$ cat src/rtl/core/csc_pkg.sv
// Shared types, constants and helpers of the color space converter.
package csc_pkg;

    localparam int FRAC_BITS = 14;

    localparam logic signed [15:0] ONE_Q   = 16'sd1 <<< FRAC_BITS;
    localparam logic signed [15:0] HALF_Q  = ONE_Q >>> 1;
    localparam logic signed [15:0] W_RED   = 16'((3 * (1 << FRAC_BITS) + 5) / 10);
    localparam logic signed [15:0] W_GREEN = 16'((59 * (1 << FRAC_BITS) + 50) / 100);
    localparam logic signed [15:0] W_BLUE  = 16'((11 * (1 << FRAC_BITS) + 50) / 100);

    localparam logic REQ_CONVERT = 1'b0;
    localparam logic REQ_PACK    = 1'b1;

    typedef enum logic [1:0] {
        CT_TRANSP = 2'd0,
        CT_GRAY   = 2'd1,
        CT_RGB    = 2'd2,
        CT_CMYK   = 2'd3
    } t_color;

    typedef struct packed {
        logic              req_type;
        logic [1:0]        src_type;
        logic [1:0]        dst_type;
        logic signed [15:0] comp_a;
        logic signed [15:0] comp_b;
        logic signed [15:0] comp_c;
        logic signed [15:0] comp_d;
        logic [7:0]        alpha_in;
    } t_in;

    typedef struct packed {
        logic              req_type;
        logic [1:0]        src_type;
        logic [1:0]        dst_type;
        logic signed [15:0] comp_a;
        logic signed [15:0] comp_b;
        logic signed [15:0] comp_c;
        logic signed [15:0] comp_d;
        logic [7:0]        alpha_in;
        logic [3:0]        in_rng;
        logic signed [31:0] prod_r;
        logic signed [31:0] prod_g;
        logic signed [31:0] prod_b;
    } t_s1;

    typedef struct packed {
        logic              req_type;
        logic              transp;
        logic [7:0]        alpha_in;
        logic [1:0]        out_type;
        logic signed [15:0] res_a;
        logic signed [15:0] res_b;
        logic signed [15:0] res_c;
        logic signed [15:0] res_d;
        logic signed [15:0] ch_r;
        logic signed [15:0] ch_g;
        logic signed [15:0] ch_b;
    } t_s2;

    typedef struct packed {
        logic [1:0]        out_type;
        logic signed [15:0] res_a;
        logic signed [15:0] res_b;
        logic signed [15:0] res_c;
        logic signed [15:0] res_d;
        logic [31:0]       argb_word;
    } t_res;

    // 1.0 - min(1.0, a + b) for in-range operands
    function automatic logic [15:0] inv_clamp(input logic [14:0] a, input logic [14:0] b);
        logic [15:0] sum;
        begin
            sum = 16'(a) + 16'(b);
            if (sum >= 16'(ONE_Q)) begin
                inv_clamp = 16'd0;
            end else begin
                inv_clamp = 16'(ONE_Q) - sum;
            end
        end
    endfunction

endpackage

$ cat src/rtl/core/csc_if.sv
// Handshake interfaces for the input and result channels of the converter.
interface csc_in_if;
    logic              valid;
    logic              ready;
    logic              req_type;
    logic [1:0]        src_type;
    logic [1:0]        dst_type;
    logic signed [15:0] comp_a;
    logic signed [15:0] comp_b;
    logic signed [15:0] comp_c;
    logic signed [15:0] comp_d;
    logic [7:0]        alpha_in;

    modport source (
        output valid, req_type, src_type, dst_type, comp_a, comp_b, comp_c, comp_d,
               alpha_in,
        input  ready
    );
    modport sink (
        input  valid, req_type, src_type, dst_type, comp_a, comp_b, comp_c, comp_d,
               alpha_in,
        output ready
    );
endinterface

interface csc_out_if;
    logic              valid;
    logic              ready;
    logic [1:0]        out_type;
    logic signed [15:0] res_a;
    logic signed [15:0] res_b;
    logic signed [15:0] res_c;
    logic signed [15:0] res_d;
    logic [31:0]       argb_word;

    modport source (
        output valid, out_type, res_a, res_b, res_c, res_d, argb_word,
        input  ready
    );
    modport sink (
        input  valid, out_type, res_a, res_b, res_c, res_d, argb_word,
        output ready
    );
endinterface

$ cat src/rtl/core/color_space_converter.sv
// Top level of the color space converter.
// Converts a color (transparent, gray, RGB or CMYK, components in signed Q2.14)
// to a target type, or packs it into a 32-bit ARGB word. Throughput is one item
// per cycle while output ready is held high; items pass through three register
// stages (weighted products, sum and conversion, byte scaling and packing), the
// last of which is the output register. Each stage takes a new item whenever it
// is empty or its content moves on, so input ready follows output ready
// combinationally through the three stages. No state is kept between items.
module color_space_converter (
    input  logic             i_clk,
    input  logic             i_rst_n,
    csc_in_if.sink           i_in,
    csc_out_if.source        o_out
);

    csc_pkg::t_in  in_data;
    csc_pkg::t_s1  s1_data;
    csc_pkg::t_s2  s2_data;
    csc_pkg::t_res res_data;
    logic          s1_valid;
    logic          s1_ready;
    logic          s2_valid;
    logic          s2_ready;

    always_comb begin
        in_data.req_type = i_in.req_type;
        in_data.src_type = i_in.src_type;
        in_data.dst_type = i_in.dst_type;
        in_data.comp_a   = i_in.comp_a;
        in_data.comp_b   = i_in.comp_b;
        in_data.comp_c   = i_in.comp_c;
        in_data.comp_d   = i_in.comp_d;
        in_data.alpha_in = i_in.alpha_in;
    end

    csc_mul_stage u_mul (
        .i_clk   (i_clk),
        .i_rst_n (i_rst_n),
        .i_valid (i_in.valid),
        .o_ready (i_in.ready),
        .i_data  (in_data),
        .o_valid (s1_valid),
        .i_ready (s1_ready),
        .o_data  (s1_data)
    );

    csc_mix_stage u_mix (
        .i_clk   (i_clk),
        .i_rst_n (i_rst_n),
        .i_valid (s1_valid),
        .o_ready (s1_ready),
        .i_data  (s1_data),
        .o_valid (s2_valid),
        .i_ready (s2_ready),
        .o_data  (s2_data)
    );

    csc_pack_stage u_pack (
        .i_clk   (i_clk),
        .i_rst_n (i_rst_n),
        .i_valid (s2_valid),
        .o_ready (s2_ready),
        .i_data  (s2_data),
        .o_valid (o_out.valid),
        .i_ready (o_out.ready),
        .o_data  (res_data)
    );

    assign o_out.out_type  = res_data.out_type;
    assign o_out.res_a     = res_data.res_a;
    assign o_out.res_b     = res_data.res_b;
    assign o_out.res_c     = res_data.res_c;
    assign o_out.res_d     = res_data.res_d;
    assign o_out.argb_word = res_data.argb_word;

endmodule

$ cat src/rtl/core/csc_mul_stage.sv
// First stage: range checks and weighted products of the components.
module csc_mul_stage (
    input  logic          i_clk,
    input  logic          i_rst_n,
    input  logic          i_valid,
    output logic          o_ready,
    input  csc_pkg::t_in  i_data,
    output logic          o_valid,
    input  logic          i_ready,
    output csc_pkg::t_s1  o_data
);

    logic         r_valid;
    csc_pkg::t_s1 r_data;
    csc_pkg::t_s1 n_data;

    function automatic logic in_range(input logic signed [15:0] v);
        begin
            in_range = !v[15] && (v <= csc_pkg::ONE_Q);
        end
    endfunction

    always_comb begin
        n_data.req_type = i_data.req_type;
        n_data.src_type = i_data.src_type;
        n_data.dst_type = i_data.dst_type;
        n_data.comp_a   = i_data.comp_a;
        n_data.comp_b   = i_data.comp_b;
        n_data.comp_c   = i_data.comp_c;
        n_data.comp_d   = i_data.comp_d;
        n_data.alpha_in = i_data.alpha_in;
        n_data.in_rng   = {in_range(i_data.comp_d), in_range(i_data.comp_c),
                           in_range(i_data.comp_b), in_range(i_data.comp_a)};
        n_data.prod_r   = 32'(csc_pkg::W_RED) * 32'(i_data.comp_a);
        n_data.prod_g   = 32'(csc_pkg::W_GREEN) * 32'(i_data.comp_b);
        n_data.prod_b   = 32'(csc_pkg::W_BLUE) * 32'(i_data.comp_c);
    end

    assign o_ready = !r_valid || i_ready;
    assign o_valid = r_valid;
    assign o_data  = r_data;

    always_ff @(posedge i_clk) begin
        if (!i_rst_n) begin
            r_valid <= 1'b0;
        end else if (o_ready) begin
            r_valid <= i_valid;
        end
    end

    always_ff @(posedge i_clk) begin
        if (o_ready && i_valid) begin
            r_data <= n_data;
        end
    end

endmodule

$ cat src/rtl/core/csc_mix_stage.sv
// Second stage: weighted sum, type conversion and RGB channels for packing.
module csc_mix_stage (
    input  logic          i_clk,
    input  logic          i_rst_n,
    input  logic          i_valid,
    output logic          o_ready,
    input  csc_pkg::t_s1  i_data,
    output logic          o_valid,
    input  logic          i_ready,
    output csc_pkg::t_s2  o_data
);

    logic              r_valid;
    csc_pkg::t_s2      r_data;
    csc_pkg::t_s2      n_data;
    logic signed [33:0] sum;
    logic [15:0]       gray;
    logic [15:0]       inv_a;
    logic [15:0]       inv_b;
    logic [15:0]       inv_c;
    logic [15:0]       min_ab;
    logic [15:0]       kc_a;
    logic [15:0]       kc_b;
    logic [15:0]       kc_c;
    logic [15:0]       kc_gray;
    logic              rgb_ok;
    logic              cmyk_ok;

    always_comb begin
        sum     = 34'(i_data.prod_r) + 34'(i_data.prod_g) + 34'(i_data.prod_b)
                + 34'(csc_pkg::HALF_Q);
        gray    = 16'(sum >>> csc_pkg::FRAC_BITS);
        inv_a   = 16'(csc_pkg::ONE_Q) - 16'(i_data.comp_a);
        inv_b   = 16'(csc_pkg::ONE_Q) - 16'(i_data.comp_b);
        inv_c   = 16'(csc_pkg::ONE_Q) - 16'(i_data.comp_c);
        min_ab  = (inv_a < inv_b) ? inv_a : inv_b;
        kc_a    = csc_pkg::inv_clamp(i_data.comp_a[14:0], i_data.comp_d[14:0]);
        kc_b    = csc_pkg::inv_clamp(i_data.comp_b[14:0], i_data.comp_d[14:0]);
        kc_c    = csc_pkg::inv_clamp(i_data.comp_c[14:0], i_data.comp_d[14:0]);
        kc_gray = csc_pkg::inv_clamp(gray[14:0], i_data.comp_d[14:0]);
        rgb_ok  = &i_data.in_rng[2:0];
        cmyk_ok = &i_data.in_rng;
    end

    always_comb begin
        n_data.req_type = i_data.req_type;
        n_data.transp   = (i_data.src_type == csc_pkg::CT_TRANSP);
        n_data.alpha_in = i_data.alpha_in;
        n_data.out_type = i_data.dst_type;
        n_data.res_a    = '0;
        n_data.res_b    = '0;
        n_data.res_c    = '0;
        n_data.res_d    = '0;
        n_data.ch_r     = '0;
        n_data.ch_g     = '0;
        n_data.ch_b     = '0;

        if (i_data.src_type == i_data.dst_type || i_data.src_type == csc_pkg::CT_TRANSP) begin
            n_data.out_type = i_data.src_type;
            n_data.res_a    = i_data.comp_a;
            n_data.res_b    = i_data.comp_b;
            n_data.res_c    = i_data.comp_c;
            n_data.res_d    = i_data.comp_d;
        end else if (i_data.dst_type == csc_pkg::CT_TRANSP) begin
            n_data.out_type = csc_pkg::CT_TRANSP;
        end else begin
            case (i_data.src_type)
                csc_pkg::CT_GRAY: begin
                    if (i_data.in_rng[0]) begin
                        if (i_data.dst_type == csc_pkg::CT_RGB) begin
                            n_data.res_a = i_data.comp_a;
                            n_data.res_b = i_data.comp_a;
                            n_data.res_c = i_data.comp_a;
                        end else begin
                            n_data.res_d = inv_a;
                        end
                    end
                end
                csc_pkg::CT_RGB: begin
                    if (rgb_ok) begin
                        if (i_data.dst_type == csc_pkg::CT_GRAY) begin
                            n_data.res_a = gray;
                        end else begin
                            n_data.res_a = inv_a;
                            n_data.res_b = inv_b;
                            n_data.res_c = inv_c;
                            n_data.res_d = (min_ab < inv_c) ? min_ab : inv_c;
                        end
                    end
                end
                csc_pkg::CT_CMYK: begin
                    if (cmyk_ok) begin
                        if (i_data.dst_type == csc_pkg::CT_GRAY) begin
                            n_data.res_a = kc_gray;
                        end else begin
                            n_data.res_a = kc_a;
                            n_data.res_b = kc_b;
                            n_data.res_c = kc_c;
                        end
                    end
                end
                default: begin
                end
            endcase
        end

        case (i_data.src_type)
            csc_pkg::CT_GRAY: begin
                if (i_data.in_rng[0]) begin
                    n_data.ch_r = i_data.comp_a;
                    n_data.ch_g = i_data.comp_a;
                    n_data.ch_b = i_data.comp_a;
                end
            end
            csc_pkg::CT_RGB: begin
                n_data.ch_r = i_data.comp_a;
                n_data.ch_g = i_data.comp_b;
                n_data.ch_b = i_data.comp_c;
            end
            csc_pkg::CT_CMYK: begin
                if (cmyk_ok) begin
                    n_data.ch_r = kc_a;
                    n_data.ch_g = kc_b;
                    n_data.ch_b = kc_c;
                end
            end
            default: begin
            end
        endcase
    end

    assign o_ready = !r_valid || i_ready;
    assign o_valid = r_valid;
    assign o_data  = r_data;

    always_ff @(posedge i_clk) begin
        if (!i_rst_n) begin
            r_valid <= 1'b0;
        end else if (o_ready) begin
            r_valid <= i_valid;
        end
    end

    always_ff @(posedge i_clk) begin
        if (o_ready && i_valid) begin
            r_data <= n_data;
        end
    end

endmodule

$ cat src/rtl/core/csc_pack_stage.sv
// Third stage: channel scaling to bytes, ARGB packing and the output register.
module csc_pack_stage (
    input  logic          i_clk,
    input  logic          i_rst_n,
    input  logic          i_valid,
    output logic          o_ready,
    input  csc_pkg::t_s2  i_data,
    output logic          o_valid,
    input  logic          i_ready,
    output csc_pkg::t_res o_data
);

    logic          r_valid;
    csc_pkg::t_res r_data;
    csc_pkg::t_res n_data;

    // v * 255 >> FRAC_BITS, truncated and saturated to 0..255
    function automatic logic [7:0] chan8(input logic signed [15:0] v);
        logic [23:0] prod;
        logic [23:0] scaled;
        begin
            prod   = 24'({v[14:0], 8'h00}) - 24'(v[14:0]);
            scaled = prod >> csc_pkg::FRAC_BITS;
            if (v[15] || v == 16'sd0) begin
                chan8 = 8'd0;
            end else if (scaled > 24'd255) begin
                chan8 = 8'hFF;
            end else begin
                chan8 = scaled[7:0];
            end
        end
    endfunction

    always_comb begin
        n_data = '0;
        if (i_data.req_type == csc_pkg::REQ_PACK) begin
            if (!i_data.transp) begin
                n_data.argb_word = {i_data.alpha_in, chan8(i_data.ch_r),
                                    chan8(i_data.ch_g), chan8(i_data.ch_b)};
            end
        end else begin
            n_data.out_type = i_data.out_type;
            n_data.res_a    = i_data.res_a;
            n_data.res_b    = i_data.res_b;
            n_data.res_c    = i_data.res_c;
            n_data.res_d    = i_data.res_d;
        end
    end

    assign o_ready = !r_valid || i_ready;
    assign o_valid = r_valid;
    assign o_data  = r_data;

    always_ff @(posedge i_clk) begin
        if (!i_rst_n) begin
            r_valid <= 1'b0;
        end else if (o_ready) begin
            r_valid <= i_valid;
        end
    end

    always_ff @(posedge i_clk) begin
        if (o_ready && i_valid) begin
            r_data <= n_data;
        end
    end

endmodule
$ cat src/flat_wrapper.sv
// flat-port wrapper written by rule: the top's interface ports become plain ports
module color_space_converter_flat 
  (i_clk, i_rst_n, i_in_valid, i_in_req_type, i_in_src_type, i_in_dst_type, i_in_comp_a, i_in_comp_b, i_in_comp_c, i_in_comp_d, i_in_alpha_in, i_in_ready, o_out_valid, o_out_out_type, o_out_res_a, o_out_res_b, o_out_res_c, o_out_res_d, o_out_argb_word, o_out_ready);
  csc_in_if i_in_i ();
  csc_out_if o_out_i ();
  input  logic i_clk;
  input  logic i_rst_n;
  input wire logic [$bits(i_in_i.valid)-1:0] i_in_valid;
  input wire logic [$bits(i_in_i.req_type)-1:0] i_in_req_type;
  input wire logic [$bits(i_in_i.src_type)-1:0] i_in_src_type;
  input wire logic [$bits(i_in_i.dst_type)-1:0] i_in_dst_type;
  input wire logic [$bits(i_in_i.comp_a)-1:0] i_in_comp_a;
  input wire logic [$bits(i_in_i.comp_b)-1:0] i_in_comp_b;
  input wire logic [$bits(i_in_i.comp_c)-1:0] i_in_comp_c;
  input wire logic [$bits(i_in_i.comp_d)-1:0] i_in_comp_d;
  input wire logic [$bits(i_in_i.alpha_in)-1:0] i_in_alpha_in;
  output wire logic [$bits(i_in_i.ready)-1:0] i_in_ready;
  output wire logic [$bits(o_out_i.valid)-1:0] o_out_valid;
  output wire logic [$bits(o_out_i.out_type)-1:0] o_out_out_type;
  output wire logic [$bits(o_out_i.res_a)-1:0] o_out_res_a;
  output wire logic [$bits(o_out_i.res_b)-1:0] o_out_res_b;
  output wire logic [$bits(o_out_i.res_c)-1:0] o_out_res_c;
  output wire logic [$bits(o_out_i.res_d)-1:0] o_out_res_d;
  output wire logic [$bits(o_out_i.argb_word)-1:0] o_out_argb_word;
  input wire logic [$bits(o_out_i.ready)-1:0] o_out_ready;
  assign i_in_i.valid = i_in_valid;
  assign i_in_i.req_type = i_in_req_type;
  assign i_in_i.src_type = i_in_src_type;
  assign i_in_i.dst_type = i_in_dst_type;
  assign i_in_i.comp_a = i_in_comp_a;
  assign i_in_i.comp_b = i_in_comp_b;
  assign i_in_i.comp_c = i_in_comp_c;
  assign i_in_i.comp_d = i_in_comp_d;
  assign i_in_i.alpha_in = i_in_alpha_in;
  assign i_in_ready = i_in_i.ready;
  assign o_out_valid = o_out_i.valid;
  assign o_out_out_type = o_out_i.out_type;
  assign o_out_res_a = o_out_i.res_a;
  assign o_out_res_b = o_out_i.res_b;
  assign o_out_res_c = o_out_i.res_c;
  assign o_out_res_d = o_out_i.res_d;
  assign o_out_argb_word = o_out_i.argb_word;
  assign o_out_i.ready = o_out_ready;
  color_space_converter u_core (.i_clk(i_clk), .i_rst_n(i_rst_n), .i_in(i_in_i), .o_out(o_out_i));
endmodule
$ cat config.mk
export PLATFORM = sky130hd
export DESIGN_NAME = color_space_converter_flat
export DESIGN_NICKNAME = d
export VERILOG_FILES = /design/src/rtl/core/csc_pkg.sv /design/src/rtl/core/csc_if.sv /design/src/rtl/core/color_space_converter.sv /design/src/rtl/core/csc_mul_stage.sv /design/src/rtl/core/csc_mix_stage.sv /design/src/rtl/core/csc_pack_stage.sv /design/src/flat_wrapper.sv
export SDC_FILE = /design/constraint.sdc
export NUM_CORES = 2
export LEC_CHECK = 0
export BUFFER_PORTS_ARGS = -buffer_cell sky130_fd_sc_hd__buf_2
export CORE_MARGIN = 1
export CORE_UTILIZATION = 55
export DETAILED_ROUTE_END_ITERATION = 12
export PLACE_DENSITY_LB_ADDON = 0.15
export SETUP_SLACK_MARGIN = 0.15
export SKIP_LAST_GASP = 1
export SLEW_MARGIN = 10
export SYNTH_ARGS = -nofsm -noshare
export SYNTH_HDL_FRONTEND = slang
export SYNTH_HIERARCHICAL = 1
export SYNTH_SLANG_ARGS = --single-unit
$ cat constraint.sdc
create_clock -name i_clk -period 7.2 [get_ports i_clk]
set_input_delay 0.72 -clock i_clk [delete_from_list [all_inputs] [get_ports i_clk]]
set_output_delay 0.72 -clock i_clk [all_outputs]
set_load 0.05 [all_outputs]
==> results.ini <==
[run_status]
status=finished, final reports clean

[critical_path]
reg2reg_from=u_core/u_mul/o_data[143]
worstSetupPathType=register to register
r2r_slack_ns=0.62
crit_required_ns=7.47
worstSetupEndpointType=register
crit_fanout=10
cp-start-kind=register
r2r_end=u_core/u_mix/o_data[61]
crit_arrival_ns=6.85
rr_worst_depth=20

[place]
pre_cts_ws_ns=0.849
dpl.hpwl_um=83200
io_buffers=180
place_congestion=1.06

[sta]
period_minus_slack_ns=6.58
setup_viol=0
worst_pin_slew_ns=1.10
finClkSkew_ns=0.0345
fin_tns_setup_ns=0
slew_viol_final=0
relSlewSlack_pct=26.8
grt_setup_unrepaired=no
setup_ws_ns=0.621
timing.fmax_mhz=152
fin_crit_sh_pct=91.4
finalHoldViolCount=0

[clock_tree]
postCtsSetupBuffers=0
clk_latency_ns=0.59
holdBufCountCts=0
root_buffer=clkbuf_16
cts.htree.levels=2
cts_tree=done
cts_resized=0
cts.sinks=389
clk_pin_slew_ns=0.06
cts_made_buffers=42
clock_path_buffers=3

[grt]
grt_pass1_wl_um=159000
grt_pass1_vias=27344
grt-ovfl-total=0
grt_usage_pct=30.5
antenna_found_initial=1
grt_max_degree=73

[routing]
route.vias.total=28142
via_per_inst=5.93
wl_um=104000
drc=0
postRouteAntennaNets=0
routedWlPerCell_um=21.8
drt_iter0_drc=2536
first_pass_iters=10

[cells_and_area]
drive_above_1_share_pct=9.59
synthToLayoutAreaGrowth_pct=8.52
layout.nets=4641
diodes=0

[yosys]
syn_area_um2=37200
synth_cells=3703
syn_nets=4499
yosysWarningCount=6
syn_avg_cell_area_um2=10.0

[worst_hold_path]
holdPathEnd=u_core/u_mul/o_data[173]
worstHoldPathType=input port to register
hold_path.startpoint=i_in_dst_type[1]
hold_depth=1

[floorplan]
rows=94
die_w_um=262
initial_core_util_pct=56.0
core-area_um2=66300
die_h_um=262
dieArea_um2=68600
io-pin-count=181

[flow_run]
drv_cap=0

per-layer routing:
layer	wire length [um]	global-route usage, %
met3	6520	4.58
met5	11	0
met1	43000	39.5
met4	5810	15.2
met2	48200	50.0
placed cells by master, fill, tap and decap left out, types with 24 or more instances in the layout:
master,count
nand4_1,43
inv_1,603
nand3_1,72
and2_1,25
nor2_1,184
xnor2_1,151
buf_2,180
edfxtp_1,386
buf_4,35
a21oi_1,201
a31oi_1,35
a22oi_1,54
fa_1,220
xor2_1,87
nand2_1,174
clkbuf_16,43
and3_1,34
nor2b_1,81
a21o_1,85
o21ai_0,99
a211oi_1,33
o211ai_1,34
ha_1,494
nor3_1,56
nand2b_1,24
through the flow:
step	area, um2	hold WS [ns]	instances	util (%)
finish	40300	0.318	4743	60.8
CTS	40300	0.296	4743	60.8
global placement	38900	0.401	4665	58.7
detailed placement	38900	0.405	4665	58.7
global route	40300	0.297	4743	60.8
floorplan	37200	0.400	3703	-
layout make-up:
cell class	count	area, um2
inverter	605	2270
sequential	389	11700
tap	864	1080
clock inverter	27	310
timing repair buffer	215	1160
clock buffer	51	1110
multi-input combinational	2592	22800
fill	5633	26000
state kept, by name, summed over array words and instances (netlist names):
register,count
u_core/u_mix/o_data,124
u_core/u_mix/o_valid,1
u_core/u_mul/o_data,164
u_core/u_mul/o_valid,1
u_core/u_pack/o_data,98
u_core/u_pack/o_valid,1
worst max-delay path: stages, from the launching register on:
cell and delay, ns:
edfxtp_1 0.51, nor4_1 0.59, nand3_1 0.28, or3_1 0.41, o21ai_0 0.20, xor2_1 0.32, ha_1 0.31, nand4_1 0.12
nor2_1 0.09, a2111oi_2 0.51, nand2_1 0.40, mux2_2 0.41, ha_1 0.30, a21o_1 0.18, a21o_1 0.16, a21o_1 0.17
a21o_1 0.17, a21oi_1 0.13, o21ai_1 0.25, nor2_1 0.52, o311ai_0 0.23
how the worst max path moves through the flow:
stage / from / end
after global placement: u_core/u_mul/o_data[158] / u_core/u_mix/o_data[48]
after floorplan: u_core/u_mul/o_data[163] / u_core/u_mix/o_data[59]
after CTS: u_core/u_mul/o_data[158] / u_core/u_mix/o_data[49]
after detailed placement: u_core/u_mul/o_data[158] / u_core/u_mix/o_data[49]
after global routing: u_core/u_mul/o_data[143] / u_core/u_mix/o_data[60]
final: u_core/u_mul/o_data[143] / u_core/u_mix/o_data[61]
Power is not shown: default switching activity piles up to over one toggle a cycle in this logic, so the estimate is an artifact.
